File: config.mk
export PLATFORM = sky130hd
export DESIGN_NAME = integer_to_radix_digits
export DESIGN_NICKNAME = d
export VERILOG_FILES = /design/src/design/itrd_pkg.sv /design/src/design/itrd_ctrl.sv /design/src/design/itrd_datapath.sv /design/src/design/integer_to_radix_digits.sv
export SDC_FILE = /design/constraint.sdc
export NUM_CORES = 1
export LEC_CHECK = 0
export BUFFER_PORTS_ARGS = -buffer_cell sky130_fd_sc_hd__buf_2
export CAP_MARGIN = 20
export CORE_MARGIN = 10
export CORE_UTILIZATION = 35
export CTS_CLUSTER_DIAMETER = 50
export DETAILED_ROUTE_END_ITERATION = 7
export SYNTH_ARGS = -nofsm -noshare
export SYNTH_HDL_FRONTEND = slang
export SYNTH_SLANG_ARGS = --single-unit
File: constraint.sdc
create_clock -name clock -period 18.1 [get_ports clock]
set_input_delay 3.62 -clock clock [delete_from_list [all_inputs] [get_ports clock]]
set_output_delay 3.62 -clock clock [all_outputs]
set_load 0.03 [all_outputs]
File: src/design/itrd_pkg.sv
// Package for the integer-to-radix digit emitter: widths, limits, payload and control types.
package itrd_pkg;

   localparam int MAX_DIGITS = 64;
   localparam int MAX_RADIX  = 64;

   localparam int VALUE_W = 64;
   localparam int RADIX_W = 7;
   localparam int DIGIT_W = 6;

   // Largest usable radix: bounded by the digit field as well as by MAX_RADIX.
   localparam int RADIX_TOP_INT = (MAX_RADIX < 64) ? MAX_RADIX : 64;
   localparam int STACK_DEPTH   = (MAX_DIGITS < 64) ? MAX_DIGITS : 64;
   localparam int STACK_AW      = $clog2(STACK_DEPTH);
   localparam int COUNT_W       = $clog2(STACK_DEPTH + 1);

   // Quotient bits retired per clock by the divider, and divider steps per digit.
   localparam int BITS_PER_STEP = 8;
   localparam int DIV_STEPS     = VALUE_W / BITS_PER_STEP;
   localparam int STEP_W        = $clog2(DIV_STEPS);

   localparam logic [RADIX_W-1:0] RADIX_TOP   = RADIX_W'(RADIX_TOP_INT);
   localparam logic [RADIX_W-1:0] RADIX_MIN   = RADIX_W'(2);
   localparam logic [RADIX_W-1:0] RADIX_RESET = RADIX_W'(10);

   localparam logic MODE_SIGNED32   = 1'b0;
   localparam logic MODE_UNSIGNED64 = 1'b1;

   typedef struct packed {
      logic               mode;
      logic [VALUE_W-1:0] value;
   } req_type;

   typedef struct packed {
      logic               is_minus;
      logic [DIGIT_W-1:0] digit;
      logic               last;
   } rsp_type;

   typedef enum logic [2:0] {
      ST_IDLE,
      ST_DIVIDE,
      ST_PUSH,
      ST_MINUS,
      ST_MINUS_WAIT,
      ST_READ,
      ST_EMIT,
      ST_DIGIT_WAIT
   } state_type;

   typedef struct packed {
      logic load;
      logic div_step;
      logic push;
      logic read;
      logic emit_minus;
      logic emit_digit;
      logic dec;
   } cmd_type;

   typedef struct packed {
      logic step_last;
      logic quot_zero;
      logic stack_full;
      logic negative;
      logic at_last;
      logic out_taken;
   } status_type;

endpackage

File: src/design/itrd_ctrl.sv
// Controller state machine: sequences load, division, digit push, minus marker and digit output.
module itrd_ctrl (
   input  logic                 clock,
   input  logic                 reset,
   input  logic                 req_valid,
   output logic                 req_ready,
   input  itrd_pkg::status_type status,
   output itrd_pkg::cmd_type    cmd
);

   itrd_pkg::state_type state_ff, state_in;

   always_ff @(posedge clock) begin
      if (reset) begin
         state_ff <= itrd_pkg::ST_IDLE;
      end else begin
         state_ff <= state_in;
      end
   end

   always_comb begin
      state_in = state_ff;
      unique case (state_ff)
         itrd_pkg::ST_IDLE: begin
            if (req_valid) state_in = itrd_pkg::ST_DIVIDE;
         end
         itrd_pkg::ST_DIVIDE: begin
            if (status.step_last) state_in = itrd_pkg::ST_PUSH;
         end
         itrd_pkg::ST_PUSH: begin
            if (status.quot_zero || status.stack_full) begin
               state_in = status.negative ? itrd_pkg::ST_MINUS : itrd_pkg::ST_READ;
            end else begin
               state_in = itrd_pkg::ST_DIVIDE;
            end
         end
         itrd_pkg::ST_MINUS:      state_in = itrd_pkg::ST_MINUS_WAIT;
         itrd_pkg::ST_MINUS_WAIT: begin
            if (status.out_taken) state_in = itrd_pkg::ST_READ;
         end
         itrd_pkg::ST_READ:       state_in = itrd_pkg::ST_EMIT;
         itrd_pkg::ST_EMIT:       state_in = itrd_pkg::ST_DIGIT_WAIT;
         itrd_pkg::ST_DIGIT_WAIT: begin
            if (status.out_taken) begin
               state_in = status.at_last ? itrd_pkg::ST_IDLE : itrd_pkg::ST_READ;
            end
         end
         default: state_in = itrd_pkg::ST_IDLE;
      endcase
   end

   always_comb begin
      cmd       = '0;
      req_ready = 1'b0;
      unique case (state_ff)
         itrd_pkg::ST_IDLE: begin
            req_ready = 1'b1;
            cmd.load  = req_valid;
         end
         itrd_pkg::ST_DIVIDE:     cmd.div_step   = 1'b1;
         itrd_pkg::ST_PUSH:       cmd.push       = 1'b1;
         itrd_pkg::ST_MINUS:      cmd.emit_minus = 1'b1;
         itrd_pkg::ST_MINUS_WAIT: ;
         itrd_pkg::ST_READ:       cmd.read       = 1'b1;
         itrd_pkg::ST_EMIT:       cmd.emit_digit = 1'b1;
         itrd_pkg::ST_DIGIT_WAIT: cmd.dec        = status.out_taken && !status.at_last;
         default: ;
      endcase
   end

endmodule

File: src/design/itrd_datapath.sv
// Datapath: radix register, restoring divider, digit stack and result register.
module itrd_datapath (
   input  logic                                clock,
   input  logic                                reset,
   input  logic                                csr_valid,
   input  logic                                csr_ready,
   input  logic [itrd_pkg::RADIX_W-1:0]        csr_data,
   input  itrd_pkg::req_type                   req_payload,
   input  logic                                rsp_ready,
   output logic                                rsp_valid,
   output itrd_pkg::rsp_type                   rsp_payload,
   input  itrd_pkg::cmd_type                   cmd,
   output itrd_pkg::status_type                status
);

   logic [itrd_pkg::RADIX_W-1:0] radix_ff;
   logic [itrd_pkg::RADIX_W-1:0] radix_eff;
   logic [itrd_pkg::VALUE_W-1:0] quot_ff, quot_in;
   logic [itrd_pkg::RADIX_W-1:0] rem_ff, rem_in;
   logic [itrd_pkg::STEP_W-1:0]  step_ff;
   logic [itrd_pkg::COUNT_W-1:0] count_ff;
   logic                         negative_ff;
   logic [itrd_pkg::DIGIT_W-1:0] rd_data_ff;
   logic                         rsp_valid_ff;
   itrd_pkg::rsp_type            rsp_data_ff;
   logic [itrd_pkg::VALUE_W-1:0] magnitude;
   logic [31:0]                  low_word;
   logic [itrd_pkg::COUNT_W-1:0] rd_count;

   logic [itrd_pkg::DIGIT_W-1:0] stack_mem [itrd_pkg::STACK_DEPTH];

   // Clamp the radix into the usable range.
   always_comb begin
      if (radix_ff < itrd_pkg::RADIX_MIN) begin
         radix_eff = itrd_pkg::RADIX_MIN;
      end else if (radix_ff > itrd_pkg::RADIX_TOP) begin
         radix_eff = itrd_pkg::RADIX_TOP;
      end else begin
         radix_eff = radix_ff;
      end
   end

   // Magnitude of the incoming number.
   always_comb begin
      low_word = req_payload.value[31:0];
      if (req_payload.mode == itrd_pkg::MODE_UNSIGNED64) begin
         magnitude = req_payload.value;
      end else if (low_word[31]) begin
         magnitude = itrd_pkg::VALUE_W'(32'(32'd0 - low_word));
      end else begin
         magnitude = itrd_pkg::VALUE_W'(low_word);
      end
   end

   // Restoring division, several quotient bits per clock.
   always_comb begin
      logic [itrd_pkg::RADIX_W-1:0] r;
      logic [itrd_pkg::VALUE_W-1:0] q;
      r = rem_ff;
      q = quot_ff;
      for (int i = 0; i < itrd_pkg::BITS_PER_STEP; i++) begin
         r = {r[itrd_pkg::RADIX_W-2:0], q[itrd_pkg::VALUE_W-1]};
         q = {q[itrd_pkg::VALUE_W-2:0], 1'b0};
         if (r >= radix_eff) begin
            r    = r - radix_eff;
            q[0] = 1'b1;
         end
      end
      rem_in  = r;
      quot_in = q;
   end

   always_ff @(posedge clock) begin
      if (reset) begin
         radix_ff <= itrd_pkg::RADIX_RESET;
      end else if (csr_valid && csr_ready) begin
         radix_ff <= csr_data;
      end
   end

   always_ff @(posedge clock) begin
      if (reset) begin
         quot_ff     <= '0;
         rem_ff      <= '0;
         step_ff     <= '0;
         count_ff    <= '0;
         negative_ff <= 1'b0;
      end else begin
         if (cmd.load) begin
            quot_ff     <= magnitude;
            rem_ff      <= '0;
            step_ff     <= '0;
            count_ff    <= '0;
            negative_ff <= (req_payload.mode == itrd_pkg::MODE_SIGNED32) && low_word[31];
         end
         if (cmd.div_step) begin
            quot_ff <= quot_in;
            rem_ff  <= rem_in;
            step_ff <= step_ff + 1'b1;
         end
         if (cmd.push) begin
            rem_ff   <= '0;
            step_ff  <= '0;
            count_ff <= count_ff + 1'b1;
         end
         if (cmd.dec) begin
            count_ff <= count_ff - 1'b1;
         end
      end
   end

   assign rd_count = count_ff - 1'b1;

   always_ff @(posedge clock) begin
      if (cmd.push) begin
         stack_mem[count_ff[itrd_pkg::STACK_AW-1:0]] <= rem_ff[itrd_pkg::DIGIT_W-1:0];
      end
      if (cmd.read) begin
         rd_data_ff <= stack_mem[rd_count[itrd_pkg::STACK_AW-1:0]];
      end
   end

   always_ff @(posedge clock) begin
      if (reset) begin
         rsp_valid_ff <= 1'b0;
      end else if (cmd.emit_minus || cmd.emit_digit) begin
         rsp_valid_ff <= 1'b1;
      end else if (rsp_ready) begin
         rsp_valid_ff <= 1'b0;
      end
   end

   always_ff @(posedge clock) begin
      if (cmd.emit_minus) begin
         rsp_data_ff.is_minus <= 1'b1;
         rsp_data_ff.digit    <= '0;
         rsp_data_ff.last     <= 1'b0;
      end else if (cmd.emit_digit) begin
         rsp_data_ff.is_minus <= 1'b0;
         rsp_data_ff.digit    <= rd_data_ff;
         rsp_data_ff.last     <= status.at_last;
      end
   end

   assign rsp_valid   = rsp_valid_ff;
   assign rsp_payload = rsp_data_ff;

   assign status.step_last  = step_ff == itrd_pkg::STEP_W'(itrd_pkg::DIV_STEPS - 1);
   assign status.quot_zero  = quot_ff == '0;
   assign status.stack_full = count_ff == itrd_pkg::COUNT_W'(itrd_pkg::STACK_DEPTH - 1);
   assign status.negative   = negative_ff;
   assign status.at_last    = count_ff == itrd_pkg::COUNT_W'(1);
   assign status.out_taken  = rsp_valid_ff && rsp_ready;

   a_count_bound: assert property (@(posedge clock) disable iff (reset)
      count_ff <= itrd_pkg::COUNT_W'(itrd_pkg::STACK_DEPTH))
      else $error("digit count beyond stack depth");

   a_rem_below_radix: assert property (@(posedge clock) disable iff (reset)
      cmd.div_step |=> rem_ff < radix_eff)
      else $error("division remainder not below radix");

   a_minus_not_last: assert property (@(posedge clock) disable iff (reset)
      rsp_valid_ff && rsp_data_ff.is_minus |-> !rsp_data_ff.last)
      else $error("minus marker flagged as last result");

   a_no_emit_over_pending: assert property (@(posedge clock) disable iff (reset)
      (cmd.emit_minus || cmd.emit_digit) |-> !rsp_valid_ff)
      else $error("result overwritten before it was taken");

endmodule

File: src/design/integer_to_radix_digits.sv
// Top level of the integer-to-radix digit emitter: controller plus datapath.
//
// Usage:
//   csr_valid/csr_ready/csr_data write the radix (reset value 10). Values
//   below 2 act as 2, values above 64 act as 64. Write it only while idle.
//   req_valid/req_ready/req_payload take one request: mode 0 converts the
//   low 32 bits as a signed number, mode 1 converts all 64 bits unsigned.
//   rsp_valid/rsp_ready/rsp_payload give one result per digit, most
//   significant first; a negative signed number first gives a minus marker.
//   The final result of a request carries last.
//
// Flow: the request is taken, then each digit is worked out in the divider
// (8 quotient bits per pass of the compare and subtract chain) and pushed
// onto the stack. Each digit is then read from the stack memory into a
// register and presented in the output register; a minus marker goes
// straight to the output register ahead of them. One request at a time.
// When the receiver stalls, the current result holds in the output register
// and the block waits. Reset returns to idle with no result pending and the
// radix at 10.
module integer_to_radix_digits (
   input  logic                         clock,
   input  logic                         reset,
   input  logic                         csr_valid,
   output logic                         csr_ready,
   input  logic [itrd_pkg::RADIX_W-1:0] csr_data,
   input  logic                         req_valid,
   output logic                         req_ready,
   input  itrd_pkg::req_type            req_payload,
   output logic                         rsp_valid,
   input  logic                         rsp_ready,
   output itrd_pkg::rsp_type            rsp_payload
);

   itrd_pkg::cmd_type    cmd;
   itrd_pkg::status_type status;

   // Radix writes never stall.
   assign csr_ready = 1'b1;

   itrd_ctrl u_ctrl (
      .clock     (clock),
      .reset     (reset),
      .req_valid (req_valid),
      .req_ready (req_ready),
      .status    (status),
      .cmd       (cmd)
   );

   itrd_datapath u_datapath (
      .clock       (clock),
      .reset       (reset),
      .csr_valid   (csr_valid),
      .csr_ready   (csr_ready),
      .csr_data    (csr_data),
      .req_payload (req_payload),
      .rsp_ready   (rsp_ready),
      .rsp_valid   (rsp_valid),
      .rsp_payload (rsp_payload),
      .cmd         (cmd),
      .status      (status)
   );

endmodule

==> results of run 1 <==
-- routing by layer --
| metal | vias up | routed length [um] | GRT usage (%) |
|---|---|---|---|
| li1 | 6427 | - | - |
| met1 | 7264 | 24500 | 19.7 |
| met2 | 443 | 27900 | 24.7 |
| met3 | 81 | 3690 | 2.76 |
| met4 | 0 | 1270 | 4.11 |
| met5 | - | 0 | 0 |
-- cell usage after synthesis, types with 15 or more instances --
cell type,n
nor2_1,193
nor2b_1,23
a21o_1,19
o211ai_1,15
o21ai_0,40
nand3_1,21
clkbuf_1,70
ha_1,62
xnor2_1,34
nand2_1,54
edfxtp_1,390
dfxtp_1,100
mux4_2,126
nor4_1,19
inv_1,40
a222oi_1,57
a21oi_1,55
a22o_1,16
xor2_1,25
-- critical path: cells and delay by family (launching register included) --
family	cells	cell delay, ns
AO/OA/AOI/OAI	32	9.01
adder cells (fa/ha/maj)	8	2.77
AND/OR/NAND/NOR	10	2.03
multiplexers	1	0.43
flip-flops	1	0.32
buffers and inverters	5	0.87
-- sequential cells by signal (all words and copies together) (netlist names), 3 cells and up --
| signal | count |
|---|---|
| u_datapath.stack_mem | 384 |
| u_datapath.count_ff | 7 |
| u_datapath.radix_ff | 7 |
| u_datapath.quot_ff | 64 |
| u_datapath.rem_ff | 6 |
| u_datapath.rsp_payload | 8 |
| u_datapath.step_ff | 3 |
| u_ctrl.state_ff | 3 |
| u_datapath.rd_data_ff | 6 |
-- logic make-up (layout without fill, tap and decap cells) --
family	count (synthesis)	count (layout)	synth area share [%]
AOI/OAI and AO/OA	297	297	9.76
xor gates and xnor gates	59	59	2.28
adders and majority gates	70	70	4.12
buffers and inverters	125	238	2.18
DFF	490	490	60.4
muxes	143	143	13.3
other	1	1	0.0165
and+or+nand+nor	388	388	7.98
-- worst paths after layout --
check	start	endpoint	slack (ns)	depth (start not counted)
worst min register to register	u_datapath.step_ff[2]	u_datapath.step_ff[2]	0.48	2
worst min-delay path	u_datapath.step_ff[2]	u_datapath.step_ff[2]	0.48	2
worst max-delay path	u_datapath.radix_ff[6]	u_datapath.rem_ff[3]	2.55	56
worst max register to register	u_datapath.radix_ff[6]	u_datapath.rem_ff[3]	2.55	56
-- per-stage QoR --
| step | cell area [um^2] | util, % | std cells | setup slack (ns) | hold slack (ns) |
|---|---|---|---|---|---|
| finish | 25800 | 40.1 | 2541 | 2.55 | 0.481 |
| global route | 25800 | 40.1 | 2541 | 1.64 | 0.490 |
| CTS | 25800 | 40.1 | 2539 | 2.83 | 0.483 |
| detailed placement | 24100 | 37.4 | 2448 | 2.85 | 0.472 |
| global placement | 24100 | 37.4 | 2448 | 3.49 | 0.458 |
| floorplan | 22700 | - | 1573 | 4.72 | 0.444 |
-- area by class of cell --
type / count / area (um^2) / area share, %
repair buffers: 107 / 596 / 2.31
multi-input cells: 958 / 8540 / 33.1
flip-flops and latches: 490 / 13700 / 53.1
well taps: 855 / 1070 / 4.14
clock inverters: 37 / 479 / 1.86
inverters: 40 / 150 / 0.581
clock buffers: 54 / 1270 / 4.90
==> key figures, run 1 <==
Cells and area
  – Fin nets: 1794
  – Synthesis-to-finish area growth: 13.7%
  – Fillers: 5894
  – Fraction of layout cells with a size suffix above 1: 20.5%
  – Commonest non-fill, non-tap cell in the layout: edfxtp_1
  – Antenna cells: 0
  – Most frequent cells in the layout: edfxtp_1, nor2_1, mux4_2, dfxtp_1, buf_2

Logic synthesis
  – Syn_area_per_cell: 14.4 um^2
  – Sequential area share after synthesis: 60.4%
  – Post-synth cell types: 71
  – Synth top area share: 51.6%
  – EDFF count, synth: 390
  – Synth Cell Area: 0.0227 mm^2
  – Syn Inst Count: roughly 1600
  – Post-synthesis net count: around 1700
  – Largest cells by area after synthesis: edfxtp_1, mux4_2, dfxtp_1
  – Most used DFF post-synth: edfxtp_1
  – Share of flip-flops with an asynchronous set or reset: 0%
  – Yosys top cell by area: edfxtp_1
  – Yosys warnings: 0
  – Synthesis-stage register bit count: 490

Route
  – Vias post-DR: 14200
  – ANT nets after route: 0
  – DRT Wirelength: between 50 and 60 mm
  – Drc violations: 0
  – Avg WL per Cell: 22.6 um
  – Starting DRT DRC Count: around 1500
  – Routed vias/inst: between 5 and 6
  – Total iterations of the first detailed-routing run: 6

GRT
  – GRT Total Usage: 14.9%
  – Vias in the first global route: between 10000 and 15000
  – Initial antenna violation count: 0
  – GRT Residual Overflow: 0
  – Largest net degree at the start of global routing: 70
  – Global-route wire length before repair: 87.7 mm

Clocking
  – CTS Buf Count: 50
  – Clock transition at path regs: ~0.060 ns
  – H-tree Lvls: 2
  – # resized after CTS: 0
  – Setup bufs post-CTS: 0
  – Clk_lat worst skew: 0.61 ns
  – Longest Clk Path Bufs: 3
  – Clock sinks: 490
  – CTS tree: yes
  – Clk root buf: clkbuf_16
  – Post-CTS Hold Buffers: 0

Critical path
  – CP max FO: 18
  – Crit path largest cell delay: 0.61 ns
  – CP dominant cell by count: ha_1
  – CP startpoint kind: flop
  – Critical Path AT: between 15 and 20 ns
  – CP max stage cell: o22ai_1
  – CP Data Required Time: around 19 ns
  – CP Capture Type: flop
  – Setup CP Type: reg -> reg

Place
  – Count of input and output buffers: 86
  – DP HPWL: 38.1 mm
  – GP Congestion: 0.859

Timing
  – Final worst path period share: 85.9%
  – Final Max Tran Viols: 0
  – Tightest Pin Transition: 1.04 ns
  – Setup TNS: 0 ns
  – Skew final: roughly 0.043 ns
  – RSZ-0062 raised after global routing: no
  – Final setup viols: 0
  – Minimum clock period: between 15 and 20 ns
  – Max-slew headroom: 30.6%
  – FMAX: 0.0643 GHz
  – Final Hold Vio Count: 0

Floorplan
  – Rows: 93
  – Die Width: approximately 270 um
  – Initial Util: 35.3%
  – DIE HEIGHT: 275 um
  – Core Box Area: 0.0643 mm^2
  – IO Count: 88
  – Die area: 0.0755 mm^2

Hold path
  – Worst hold path class: reg -> reg

Status
  – Status: finished, final reports clean

Run
  – MaxCap Viol Count: 0
Power of run 1 is left out: the tool's default activity adds up to more than one toggle a clock period on the data nets, which glitch-free logic cannot reach.
==> run 2, diff against run 1 <==
--- a/config.mk
+++ b/config.mk
@@ -11,6 +11,7 @@
 export CORE_UTILIZATION = 35
 export CTS_CLUSTER_DIAMETER = 50
 export DETAILED_ROUTE_END_ITERATION = 7
+export SKIP_LAST_GASP = 1
 export SYNTH_ARGS = -nofsm -noshare
 export SYNTH_HDL_FRONTEND = slang
 export SYNTH_SLANG_ARGS = --single-unit
==> constraint.sdc (replaced) <==
create_clock -name clock -period 16.4 [get_ports clock]
set_input_delay 3.28 -clock clock [delete_from_list [all_inputs] [get_ports clock]]
set_output_delay 3.28 -clock clock [all_outputs]
set_load 0.03 [all_outputs]
==> key figures, run 2 (synthesis results as in run 1) <==
Cells and area
  – Fraction of layout cells with a size suffix above 1: 20.7% (was 20.5%)
  – Max reg flops: 384 (unchanged)
  – Antenna cells: 0 (unchanged)
  – Commonest non-fill, non-tap cell in the layout: edfxtp_1 (unchanged)
  – Cell area after layout: 0.0258 mm^2 (about the same)
  – Fin nets: 1792 (was 1794)
  – Most frequent cells in the layout: edfxtp_1, nor2_1, mux4_2, dfxtp_1, buf_2 (unchanged)
  – Synthesis-to-finish area growth: 13.6% (was 13.7%)

Timing
  – RSZ-0062 raised after global routing: no (unchanged)
  – Skew final: 0.0393 ns (was 0.0433 ns)
  – FMAX: 0.0658 GHz (was 0.0643 GHz)
  – Max-slew headroom: 32.6% (was 30.6%)
  – Final setup viols: 0 (unchanged)
  – Minimum clock period: 15.19 ns (was 15.55 ns)
  – Setup TNS: 0 ns (unchanged)
  – Final Max Tran Viols: 0 (unchanged)
  – Final worst path period share: 92.6% (was 85.9%)
  – Tightest Pin Transition: 1.01 ns (was 1.04 ns)
  – Final Hold Vio Count: 0 (unchanged)

Critical path
  – RR Endpoint: u_datapath.rem_ff[2] (was u_datapath.rem_ff[3])
  – Crit Reg-Reg Startpoint: u_datapath.radix_ff[6] (unchanged)
  – CP startpoint kind: flop (unchanged)
  – Reg2reg path depth: 53 (was 56)
  – Critical Path AT: 15.71 ns (was 16.04 ns)
  – CP Data Required Time: 16.92 ns (was 18.59 ns)
  – CP dominant cell by count: ha_1 (unchanged)
  – Crit path largest cell delay: 0.57 ns (was 0.61 ns)
  – Crit path from: u_datapath.radix_ff[6] (unchanged)
  – Reg2reg setup slack: 1.21 ns (was 2.55 ns)
  – CP max FO: 18 (unchanged)
  – CP Capture Type: flop (unchanged)
  – CP max stage cell: o21ai_0 (was o22ai_1)
  – Setup CP Type: reg -> reg (unchanged)

GRT
  – Global-route wire length before repair: 86.6 mm (was 87.7 mm)
  – GRT Residual Overflow: 0 (unchanged)
  – Largest net degree at the start of global routing: 70 (unchanged)
  – GRT Total Usage: 14.8% (was 14.9%)
  – Vias in the first global route: 14100 (was 14200)
  – Initial antenna violation count: 0 (unchanged)

Hold path
  – Worst hold path class: reg -> reg (unchanged)
  – Hold path cells: 2 (unchanged)
  – Hold Path End: u_datapath.step_ff[2] (unchanged)
  – Hold Startpoint: u_datapath.step_ff[2] (unchanged)

Clocking
  – Post-CTS Hold Buffers: 0 (unchanged)
  – Clk root buf: clkbuf_16 (unchanged)
  – Clock sinks: 490 (unchanged)
  – CTS Buf Count: 48 (was 50)
  – Clk_lat worst skew: 0.61 ns (about the same)
  – H-tree Lvls: 2 (unchanged)
  – CTS tree: yes (unchanged)
  – # resized after CTS: 0 (unchanged)
  – Longest Clk Path Bufs: 3 (unchanged)
  – Clock transition at path regs: 0.06 ns (about the same)
  – Setup bufs post-CTS: 0 (unchanged)

Place
  – GP Congestion: 0.860 (was 0.859)
  – Count of input and output buffers: 86 (unchanged)
  – Placed Instance Area: 0.0241 mm^2 (unchanged)
  – DP HPWL: 38.2 mm (was 38.1 mm)

Route
  – Vias post-DR: 14200 (about the same)
  – ANT nets after route: 0 (unchanged)
  – Total iterations of the first detailed-routing run: 8 (was 6)
  – DRT Wirelength: 57.2 mm (was 57.4 mm)
  – Starting DRT DRC Count: 1417 (was 1547)
  – Drc violations: 3 (was 0)
  – Routed vias/inst: 5.57 (was 5.59)
  – Avg WL per Cell: 22.5 um (was 22.6 um)

Floorplan
  – IO Count: 88 (unchanged)
  – Initial Util: 35.3% (unchanged)
  – Rows: 93 (unchanged)
  – Die Width: 275 um (unchanged)
  – DIE HEIGHT: 275 um (unchanged)
  – Die area: 0.0755 mm^2 (unchanged)
  – Core Box Area: 0.0643 mm^2 (unchanged)

Run
  – MaxCap Viol Count: 0 (unchanged)

Status
  – Failing checks: DRC
  – Status: finished with violations (was finished, final reports clean)
==> run 2: metrics by stage <==
stage               hold WS [ns]  utilization, %  setup WS [ns]  instances
global route               0.490            40.1         0.0372       2540
floorplan                  0.444               -           3.02       1573
finish                     0.479            40.1           1.21       2540
global placement           0.458            37.4           1.79       2448
detailed placement         0.472            37.4           1.20       2448
CTS                        0.483            40.0           1.19       2538
==> run 2: worst max-delay path by stage <==
stage,end,cells after the start,slack [ns]
finish,u_datapath.rem_ff[2],53,1.21
global route,u_datapath.rem_ff[2],56,0.04
CTS,u_datapath.rem_ff[2],54,1.19
detailed placement,u_datapath.rem_ff[2],53,1.20
global placement,u_datapath.rem_ff[3],56,1.79
floorplan,u_datapath.rem_ff[4],59,3.02
==> run 2: per-layer routing <==
layer  part of all wire [%]  routed length (um)  vias up  GRT usage (%)
met2                     47               27100      522           23.9
li1                       -                   -     6415              -
met1                     43               24400     7124           19.6
met4                    3.0                1740        0           5.15
met5                      0                   0        -              0
met3                    7.1                4040       99           2.95
==> run 2: layout make-up <==
type / instances / area [um^2]
Clock buffer: 55 / 1230
Clock inverter: 35 / 470
Fill cell: 5880 / 38500
Inverter: 40 / 150
Multi-Input combinational cell: 958 / 8550
Sequential cell: 490 / 13700
Tap cell: 855 / 1070
Timing Repair Buffer: 107 / 608
==> run 2: critical path, delay by kind of cell, from the launching register on <==
| family | cells | cell delay, ns |
|---|---|---|
| AOI/OAI and AO/OA | 31 | 8.66 |
| adders and majority gates | 8 | 2.68 |
| and+or+nand+nor | 10 | 2.34 |
| buffers and inverters | 3 | 0.67 |
| muxes | 1 | 0.42 |
| DFF | 1 | 0.32 |
Power of run 2 is left out for the same reason.
==> run 3, diff against run 2 <==
--- a/config.mk
+++ b/config.mk
@@ -8,9 +8,10 @@
 export BUFFER_PORTS_ARGS = -buffer_cell sky130_fd_sc_hd__buf_2
 export CAP_MARGIN = 20
 export CORE_MARGIN = 10
-export CORE_UTILIZATION = 35
+export CORE_UTILIZATION = 55
 export CTS_CLUSTER_DIAMETER = 50
 export DETAILED_ROUTE_END_ITERATION = 7
+export PLACE_DENSITY = 0.72
 export SKIP_LAST_GASP = 1
 export SYNTH_ARGS = -nofsm -noshare
 export SYNTH_HDL_FRONTEND = slang
==> key figures, run 3 (synthesis results as in run 1) <==
Status
  – Status: finished, final reports clean (was finished with violations)

Route
  – Total iterations of the first detailed-routing run: 8 (unchanged)
  – DRT Wirelength: 55.1 mm (was 57.2 mm)
  – Routed vias/inst: 6.48 (was 5.57)
  – Avg WL per Cell: 24.9 um (was 22.5 um)
  – Drc violations: 0 (was 3)
  – ANT nets after route: 0 (unchanged)
  – Starting DRT DRC Count: 1839 (was 1417)
  – Vias post-DR: 14400 (was 14200)

Floorplan
  – Core Box Area: 0.0408 mm^2 (was 0.0643 mm^2)
  – DIE HEIGHT: 223 um (was 275 um)
  – Initial Util: 55.6% (was 35.3%)
  – Die area: 0.0498 mm^2 (was 0.0755 mm^2)
  – Rows: 74 (was 93)
  – Die Width: 223 um (was 275 um)
  – IO Count: 88 (unchanged)

Cells and area
  – Synthesis-to-finish area growth: 11.3% (was 13.6%)
  – Fin nets: 1794 (was 1792)
  – Commonest non-fill, non-tap cell in the layout: edfxtp_1 (unchanged)
  – Most frequent cells in the layout: edfxtp_1, nor2_1, mux4_2, dfxtp_1, buf_2 (unchanged)
  – Fraction of layout cells with a size suffix above 1: 20.2% (was 20.7%)
  – Max reg flops: 384 (unchanged)

Hold path
  – Hold path cells: 2 (unchanged)
  – Hold Startpoint: u_datapath.step_ff[1] (was u_datapath.step_ff[2])
  – Hold Path End: u_datapath.step_ff[1] (was u_datapath.step_ff[2])
  – Worst hold path class: reg -> reg (unchanged)

Clocking
  – # resized after CTS: 0 (unchanged)
  – CTS Buf Count: 51 (was 48)
  – Clock sinks: 490 (unchanged)
  – Setup bufs post-CTS: 0 (unchanged)
  – H-tree Lvls: 2 (unchanged)
  – Longest Clk Path Bufs: 3 (unchanged)
  – CTS tree: yes (unchanged)
  – Clock transition at path regs: 0.06 ns (about the same)
  – Clk root buf: clkbuf_16 (unchanged)
  – Clk_lat worst skew: 0.60 ns (was 0.61 ns)
  – Post-CTS Hold Buffers: 0 (unchanged)

Critical path
  – Crit Reg-Reg Startpoint: u_datapath.radix_ff[6] (unchanged)
  – CP startpoint kind: flop (unchanged)
  – CP max FO: 18 (unchanged)
  – Critical Path AT: 15.67 ns (was 15.71 ns)
  – Crit path largest cell delay: 0.60 ns (was 0.57 ns)
  – Reg2reg setup slack: 1.24 ns (was 1.21 ns)
  – CP dominant cell by count: ha_1 (unchanged)
  – Cell family with most CP delay: compound AO/OA/AOI/OAI gates (unchanged)
  – RR Endpoint: u_datapath.rem_ff[3] (was u_datapath.rem_ff[2])
  – CP max stage cell: o22ai_1 (was o21ai_0)
  – CP Data Required Time: 16.91 ns (was 16.92 ns)
  – Setup CP Type: reg -> reg (unchanged)
  – Buffers & Inverters on Critical Path: 5 (was 3)
  – Reg2reg path depth: 56 (was 53)
  – CP Capture Type: flop (unchanged)

Timing
  – Fin Hold WS: 0.479 ns (about the same)
  – Crit path setup slack, layout: 1.24 ns (was 1.21 ns)
  – Skew final: 0.0168 ns (was 0.0393 ns)
  – Final worst path period share: 92.5% (was 92.6%)
  – Minimum clock period: 15.16 ns (was 15.19 ns)
  – Final Max Tran Viols: 0 (unchanged)
  – RSZ-0062 raised after global routing: no (unchanged)
  – Setup TNS: 0 ns (unchanged)
  – Max-slew headroom: 32.7% (was 32.6%)
  – FMAX: 0.0660 GHz (was 0.0658 GHz)
  – Final Hold Vio Count: 0 (unchanged)
  – Final setup viols: 0 (unchanged)
  – Tightest Pin Transition: 1.00 ns (was 1.01 ns)

Run
  – MaxCap Viol Count: 0 (unchanged)

GRT
  – GRT Residual Overflow: 0 (unchanged)
  – Largest net degree at the start of global routing: 89 (was 70)
  – Initial antenna violation count: 0 (unchanged)
  – GRT Total Usage: 21.9% (was 14.8%)
  – Global-route wire length before repair: 85.2 mm (was 86.6 mm)
  – Vias in the first global route: 14300 (was 14100)

Place
  – GP Congestion: 0.934 (was 0.860)
  – DP HPWL: 35.9 mm (was 38.2 mm)
  – Pre-CTS setup slack: 1.44 ns (was 1.20 ns)
  – Count of input and output buffers: 86 (unchanged)
[run 3: per-layer routing]
layer	routed length (um)	global-route usage (%)	up-vias
li1	-	-	6444
met1	21900	28.0	7214
met2	27300	36.3	588
met3	3720	3.73	128
met4	2180	9.05	0
met5	0	0	-
[run 3: how the worst max path moves through the flow]
stage | endpoint | start | depth (start not counted) | slack, ns
2_1_floorplan | u_datapath.rem_ff[4] | u_datapath.radix_ff[2] | 59 | 3.02
3_3_place_gp | u_datapath.rem_ff[3] | u_datapath.radix_ff[6] | 56 | 1.97
3_5_place_dp | u_datapath.rem_ff[3] | u_datapath.radix_ff[6] | 56 | 1.44
4_1_cts | u_datapath.rem_ff[3] | u_datapath.radix_ff[6] | 56 | 1.41
5_1_grt | u_datapath.rem_ff[2] | u_datapath.radix_ff[6] | 56 | 0.14
6_report | u_datapath.rem_ff[3] | u_datapath.radix_ff[6] | 56 | 1.24
[run 3: layout make-up]
type                            count  area [um^2]
Fill cell                        2996        15600
Sequential cell                   490        13700
Multi-Input combinational cell    958         8540
Clock buffer                       64         1370
Tap cell                          532          666
Timing Repair Buffer              106          601
Clock inverter                     27          226
Inverter                           40          150
Antenna cell                        1         2.50
[run 3: metrics by stage]
stage	utilization, %	instances	area (um^2)
finish	61.9	2218	25300
CTS	61.8	2216	25200
global route	61.9	2217	25300
detailed placement	57.9	2125	23700
global placement	57.9	2125	23700
floorplan	-	1573	22700
[run 3: tightest hold or removal path: stages, from the launching register on]
cell     delay, ns
dfxtp_1       0.31
nand3_1       0.06
a21oi_1       0.06
Power of run 3 is left out for the same reason.
